$ cat src/hdl/rsfd_pkg.sv
`timescale 1ns / 1ps
// ----------------------------------------------------------------------------
// rsfd_pkg
// shared constants and types of the rc serial frame decoder
// ----------------------------------------------------------------------------
package rsfd_pkg;

  localparam int NUM_CHANNELS = 16;
  localparam int CHANNEL_BITS = 11;
  localparam int STORE_BITS   = NUM_CHANNELS * CHANNEL_BITS;
  localparam int DATA_BYTES   = STORE_BITS / 8;
  localparam int POS_W        = 5;
  localparam int IDX_W        = 4;

  localparam logic [POS_W-1:0] HUNT_POS  = POS_W'(0);
  localparam logic [POS_W-1:0] FIRST_POS = POS_W'(1);
  localparam logic [POS_W-1:0] LAST_DATA = POS_W'(DATA_BYTES);
  localparam logic [POS_W-1:0] FLAG_POS  = POS_W'(DATA_BYTES + 1);
  localparam logic [POS_W-1:0] END_POS   = POS_W'(DATA_BYTES + 2);

  localparam logic [7:0] START_CODE = 8'h0F;
  localparam logic [7:0] END_CODE   = 8'h00;

  localparam int FAILSAFE_BIT = 3;
  localparam int LOST_BIT     = 2;

  // status handed from the unpacker to the burst emitter
  typedef struct packed {
    logic done;
    logic failsafe;
    logic lost;
  } frame_stat_t;

endpackage

$ cat src/hdl/rsfd_unpacker.sv
`timescale 1ns / 1ps
// ----------------------------------------------------------------------------
// rsfd_unpacker
// frame position tracking, bit stream assembly and flag capture
// ----------------------------------------------------------------------------
module rsfd_unpacker (
  input  logic                           clk,
  input  logic                           rst,
  input  logic                           in_valid,
  output logic                           in_ready,
  input  logic [7:0]                     rx_byte,
  input  logic                           emit_busy,
  output logic [rsfd_pkg::STORE_BITS-1:0] store,
  output rsfd_pkg::frame_stat_t          stat
);
  import rsfd_pkg::*;

  logic [POS_W-1:0] pos;
  logic             accept;

  // hold the end byte while the previous burst is still draining
  assign in_ready = !((pos == END_POS) && emit_busy);
  assign accept   = in_valid && in_ready;

  always_ff @(posedge clk) begin
    if (rst) begin
      pos       <= HUNT_POS;
      stat.done <= 1'b0;
    end else begin
      stat.done <= 1'b0;
      if (accept) begin
        if ((pos >= FIRST_POS) && (pos <= LAST_DATA)) begin
          // lsb-first stream: after all data bytes, byte one sits at the bottom
          store <= {rx_byte, store[STORE_BITS-1:8]};
          pos   <= pos + POS_W'(1);
        end else if (pos == FLAG_POS) begin
          stat.failsafe <= rx_byte[FAILSAFE_BIT];
          stat.lost     <= rx_byte[LOST_BIT];
          pos           <= END_POS;
        end else if (pos == END_POS) begin
          pos       <= HUNT_POS;
          stat.done <= (rx_byte == END_CODE);
        end else begin
          pos <= (rx_byte == START_CODE) ? FIRST_POS : HUNT_POS;
        end
      end
    end
  end

  a_pos_range: assert property (@(posedge clk) disable iff (rst)
    pos <= END_POS) else $error("frame position beyond end byte");

  a_done_from_end: assert property (@(posedge clk) disable iff (rst)
    stat.done |-> ($past(pos) == END_POS)) else $error("frame done not from end byte");

  a_ready_stall: assert property (@(posedge clk) disable iff (rst)
    !in_ready |-> (pos == END_POS)) else $error("stall outside end byte");

endmodule

$ cat src/hdl/rsfd_emitter.sv
`timescale 1ns / 1ps
// ----------------------------------------------------------------------------
// rsfd_emitter
// snapshots a finished frame and sends its channels one per request
// ----------------------------------------------------------------------------
module rsfd_emitter (
  input  logic                            clk,
  input  logic                            rst,
  input  logic [rsfd_pkg::STORE_BITS-1:0] store,
  input  rsfd_pkg::frame_stat_t           stat,
  output logic                            busy,
  output logic                            out_valid,
  input  logic                            out_ready,
  output logic [rsfd_pkg::IDX_W-1:0]      channel_index,
  output logic [rsfd_pkg::CHANNEL_BITS-1:0] channel_value,
  output logic                            failsafe,
  output logic                            link_lost,
  output logic                            last_channel
);
  import rsfd_pkg::*;

  localparam logic [IDX_W-1:0] LAST_IDX = IDX_W'(NUM_CHANNELS - 1);

  logic [STORE_BITS-1:0] snap;
  logic [IDX_W-1:0]      idx;
  logic                  fs_held;
  logic                  lost_held;
  logic                  out_accept;

  assign out_accept = busy && out_ready;

  always_ff @(posedge clk) begin
    if (rst) begin
      busy <= 1'b0;
      idx  <= '0;
    end else if (stat.done) begin
      busy      <= 1'b1;
      idx       <= '0;
      snap      <= store;
      fs_held   <= stat.failsafe;
      lost_held <= stat.lost;
    end else if (out_accept) begin
      snap <= {{CHANNEL_BITS{1'b0}}, snap[STORE_BITS-1:CHANNEL_BITS]};
      idx  <= idx + IDX_W'(1);
      if (idx == LAST_IDX) begin
        busy <= 1'b0;
      end
    end
  end

  assign out_valid     = busy;
  assign channel_index = idx;
  assign channel_value = snap[CHANNEL_BITS-1:0];
  assign failsafe      = fs_held;
  assign link_lost     = lost_held;
  assign last_channel  = (idx == LAST_IDX);

  a_no_overrun: assert property (@(posedge clk) disable iff (rst)
    stat.done |-> !busy) else $error("frame finished while burst still active");

  a_start_idx: assert property (@(posedge clk) disable iff (rst)
    stat.done |=> (busy && (idx == '0))) else $error("burst did not start at channel zero");

  a_idle_idx: assert property (@(posedge clk) disable iff (rst)
    !busy |-> (idx == '0)) else $error("channel index not cleared when idle");

  a_end_burst: assert property (@(posedge clk) disable iff (rst)
    (out_accept && last_channel) |=> !busy) else $error("burst ran past last channel");

endmodule

$ cat src/hdl/rc_serial_frame_decoder_core.sv
`timescale 1ns / 1ps
// ----------------------------------------------------------------------------
// rc_serial_frame_decoder_core
// byte-serial decoder for 16-channel s.bus style frames
// ----------------------------------------------------------------------------
// The block takes one received byte per request on the slave side and may
// take a byte every cycle. It hunts for start byte 0x0F, shifts the next 22
// bytes lsb-first into a 176-bit channel store, captures failsafe (bit 3)
// and frame-lost (bit 2) from the flag byte, and on an end byte of 0x00
// copies the store into an output snapshot. The snapshot sends the 16
// channels on the master side, one per request and at most one per cycle,
// with tlast on channel 15; a frame with a bad end byte gives no output.
// Bytes of the next frame are taken while a burst drains; only the next end
// byte waits until the previous burst has gone out, so a frame of 25 bytes
// goes in without a stall as long as the output side keeps up with one result
// per cycle. No clearing pass after reset is needed.
// ----------------------------------------------------------------------------
module rc_serial_frame_decoder_core (
  input  logic        clk,
  input  logic        rst,
  input  logic        s_tvalid,
  output logic        s_tready,
  input  logic [7:0]  s_tdata,   // [7:0] rx_byte
  output logic        m_tvalid,
  input  logic        m_tready,
  output logic [23:0] m_tdata,   // [3:0] channel_index, [14:4] channel_value,
                                 // [15] failsafe, [16] link_lost, [23:17] zero
  output logic        m_tlast    // last_channel
);
  import rsfd_pkg::*;

  logic [STORE_BITS-1:0]   store;
  frame_stat_t             stat;
  logic                    emit_busy;
  logic [IDX_W-1:0]        channel_index;
  logic [CHANNEL_BITS-1:0] channel_value;
  logic                    failsafe;
  logic                    link_lost;

  // position tracking and stream assembly, one byte per request
  rsfd_unpacker u_unpacker (
    .clk       (clk),
    .rst       (rst),
    .in_valid  (s_tvalid),
    .in_ready  (s_tready),
    .rx_byte   (s_tdata),
    .emit_busy (emit_busy),
    .store     (store),
    .stat      (stat)
  );

  // snapshot of a good frame, drained one channel per request
  rsfd_emitter u_emitter (
    .clk           (clk),
    .rst           (rst),
    .store         (store),
    .stat          (stat),
    .busy          (emit_busy),
    .out_valid     (m_tvalid),
    .out_ready     (m_tready),
    .channel_index (channel_index),
    .channel_value (channel_value),
    .failsafe      (failsafe),
    .link_lost     (link_lost),
    .last_channel  (m_tlast)
  );

  // pack result fields from the lowest bit up
  assign m_tdata = {7'b0, link_lost, failsafe, channel_value, channel_index};

endmodule

$ cat config.mk
export PLATFORM = sky130hd
export DESIGN_NAME = rc_serial_frame_decoder_core
export DESIGN_NICKNAME = d
export VERILOG_FILES = /design/src/hdl/rsfd_pkg.sv /design/src/hdl/rsfd_unpacker.sv /design/src/hdl/rsfd_emitter.sv /design/src/hdl/rc_serial_frame_decoder_core.sv
export SDC_FILE = /design/constraint.sdc
export NUM_CORES = 1
export LEC_CHECK = 0
export BUFFER_PORTS_ARGS = -buffer_cell sky130_fd_sc_hd__buf_2
export CAP_MARGIN = 20
export CORE_MARGIN = 4
export CORE_UTILIZATION = 58
export CTS_BUF_LIST = sky130_fd_sc_hd__clkbuf_2
export CTS_CLUSTER_SIZE = 12
export DETAILED_ROUTE_END_ITERATION = 8
export GPL_TIMING_DRIVEN = 0
export PLACE_DENSITY = 0.78
export SYNTH_ARGS = -nofsm -noshare
export SYNTH_HDL_FRONTEND = slang
export SYNTH_SLANG_ARGS = --single-unit
$ cat constraint.sdc
create_clock -name clk -period 14.3 [get_ports clk]
set_clock_uncertainty 0.15 [all_clocks]
set_input_delay 1.43 -clock clk [delete_from_list [all_inputs] [get_ports clk]]
set_output_delay 1.43 -clock clk [all_outputs]
set_load 0.005 [all_outputs]
==> results.json <==
{
  "ctsHoldBuffers": 0,
  "die_area_sq_um": 25900,
  "seqCellArea_sq_um": 10900,
  "slew-limit-headroom_pct": 39.0,
  "power.density_nw_per_um2": 121,
  "first_global_vias": 6617,
  "final_antenna_net_count": 0,
  "fp-row-count": 55,
  "whs_ns": 0.259,
  "synth_top_area_share_pct": 78.8,
  "ys_top_cells_by_count": "edfxtp_1 (356), mux2_2 (165), clkbuf_1 (22)",
  "io_pins": 39,
  "yosysMostFrequentCell": "edfxtp_1",
  "synth-edff-count": 356,
  "final_hold_viol_count": 0,
  "cp_cell_sequence": "inv_1 -> ha_1 -> and4b_4 -> nand2_1 -> buf_2",
  "routedWlPerCell_um": 17.7,
  "max_slew.worst_pin.slew_ns": 0.912,
  "cp-end-kind": "output port",
  "die_h_um": 161,
  "core_area_sq_um": 22800,
  "post-cts-setup-buffers": 0,
  "post_dp_cell_area_sq_um": 14500,
  "async_reset_ff_share_pct": 0,
  "clkSinkCount": 367,
  "hpwl_um": 13100,
  "grt_max_degree": 36,
  "cp.depth": 5,
  "clockBufferDepth": 3,
  "r2r_slack_ns": 10.81,
  "hold_depth": 0,
  "portBuffers": 31,
  "leakagePower_nw": 5.27,
  "gr-total-overflow": 0,
  "grt_pass1_wl_um": 33100,
  "numCtsBuffers": 86,
  "antenna_found_initial": 1,
  "maxSlewViolCount": 0,
  "fillers": 1472,
  "clkSlewWorstSetupHoldPaths_ns": 0.10,
  "nets": 815,
  "drive_gt1_share_pct": 43.6,
  "root_buffer": "clkbuf_2",
  "outcome": "complete, no violations",
  "cp.arrival_ns": 2.09,
  "cts_htree_levels": 3,
  "die_w_um": 161,
  "synthCells": 658,
  "setup_viol": 0,
  "yosys-top-cells-area": "edfxtp_1 (79%), mux2_2 (14%), dfxtp_1 (1.6%)",
  "fin_total_pwr_mw": 1.85,
  "clk_latency_ns": 0.85,
  "drt-initial-drc-count": 360,
  "ys_types": 37,
  "path_delay_family": "flip-flops",
  "worst-setup-path-type": "flip-flop to output port",
  "crit_slowest_cell": "dfxtp_1",
  "post_cts_resized": 0,
  "period_minus_slack_ns": 3.67,
  "first_pass_iters": 5,
  "totalWireLength_um": 20800,
  "rsz0062_at_grt": "no",
  "remaining_drc_errors": 0,
  "cap_violations": 0,
  "fin_crit_sh_pct": 25.7,
  "cts_tree": "built",
  "hold_class": "flip-flop to flip-flop",
  "critPathMaxStageDelay_ns": 0.50,
  "place_congestion": 0.737,
  "max_freq_mhz": 273,
  "fin_setup_tns_ns": 0,
  "ys_warn_count": 0,
  "multi_input_area_sq_um": 2460,
  "ys_seq_elements": 367,
  "crit_buf_inv": 2,
  "grt.total_usage_pct": 16.2,
  "initial_utilization_pct": 59.4,
  "irDropWorstVdd_mv": 0.0802,
  "routed_via_density": 5.22,
  "fin_area_sq_um": 15300,
  "area_growth_pct": 12.9,
  "seq_area_frac_synth_pct": 80.4,
  "required_ns": 12.72,
  "r2r_cells": 9,
  "yosys.area.top_type": "edfxtp_1",
  "synth_area_per_cell_sq_um": 20.6,
  "via_count": 6147,
  "syn_area_sq_um": 13600,
  "worstPathMaxFanout": 8,
  "ys.flop_type": "edfxtp_1",
  "startpoint_type": "flip-flop"
}
## worst register-to-register path, cell delays in order (launching register included)
cell     delay (ns)
dfxtp_1        0.50
ha_1           0.23
nor2b_1        0.07
a32oi_1        0.47
and2_1         0.27
nor3b_4        0.70
buf_16         0.24
buf_16         0.17
buf_8          0.21
buf_16         0.17
## final timing paths
path / startpoint / to
setup / recovery: u_unpacker.pos[1] / s_tready
hold / removal: u_unpacker.store[110] / u_unpacker.store[102]
setup reg to reg: u_unpacker.pos[1] / u_unpacker.store[53]
hold reg to reg: u_unpacker.store[110] / u_unpacker.store[102]
## sequential cells by signal, indices dropped and copies added (netlist names)
name,flops
u_emitter.snap,176
u_unpacker.store,176
u_unpacker.pos,5
u_emitter.channel_index,4
u_unpacker.stat,3
u_emitter.busy,1
u_emitter.failsafe,1
u_emitter.link_lost,1
## cell families (layout without fill, tap and decap cells)
group / count (synthesis) / after routing / share of synthesized area [%]
simple gates: 55 / 55 / 2.51
compound gates: 14 / 14 / 0.701
fa+ha+maj: 5 / 5 / 0.461
mux: 168 / 168 / 13.9
flops: 367 / 367 / 80.4
buf+inv: 45 / 244 / 1.81
other cells: 1 / 8 / 0.0276
xor+xnor: 3 / 3 / 0.194
## power by group
part	internal [mW]	total (mW)	leakage (nW)	switching, mW
Clock	0.295	0.683	0.618	0.389
Combinational	0.00342	0.00801	1.25	0.00458
Sequential	1.16	1.16	3.40	0.000517
## area by class of cell
cell class	count	share of cell area [%]
sequential	367	71.2
multi-input combinational	252	16.0
clock buffer	129	4.21
timing repair buffer	46	3.14
tap	313	2.56
buffer	43	1.55
clock inverter	24	1.23
inverter	2	0.0490
antenna	1	0.0163
## metrics by stage
| step | worst slack (ns) | utilization [%] | cells |
|---|---|---|---|
| floorplan | 4.48 | - | 664 |
| global placement | 0.971 | 61.9 | 1008 |
| detailed placement | 10.48 | 63.4 | 1023 |
| CTS | 10.56 | 67.1 | 1176 |
| global route | 10.47 | 67.1 | 1177 |
| finish | 10.63 | 67.1 | 1177 |
## layout by cell type, fill, tap and decap left out, types with 7 or more instances in the layout
cell type and count:
clkinv_1 15, conb_1 7, edfxtp_1 356, buf_2 32, clkbuf_1 22, nand2_1 8, buf_4 20, and2_1 12
mux2_2 165, dfxtp_1 11, clkbuf_2 129
## routing by layer
layer / track usage [%] / vias to the layer above / part of all wire (%)
li1: - / 2907 / -
met1: 18.8 / 3042 / 40
met2: 29.1 / 151 / 54
met3: 4.21 / 47 / 4.2
met4: 6.24 / 0 / 2.0
met5: 0 / - / 0
No activity file was read; power rests on OpenSTA's default activity.
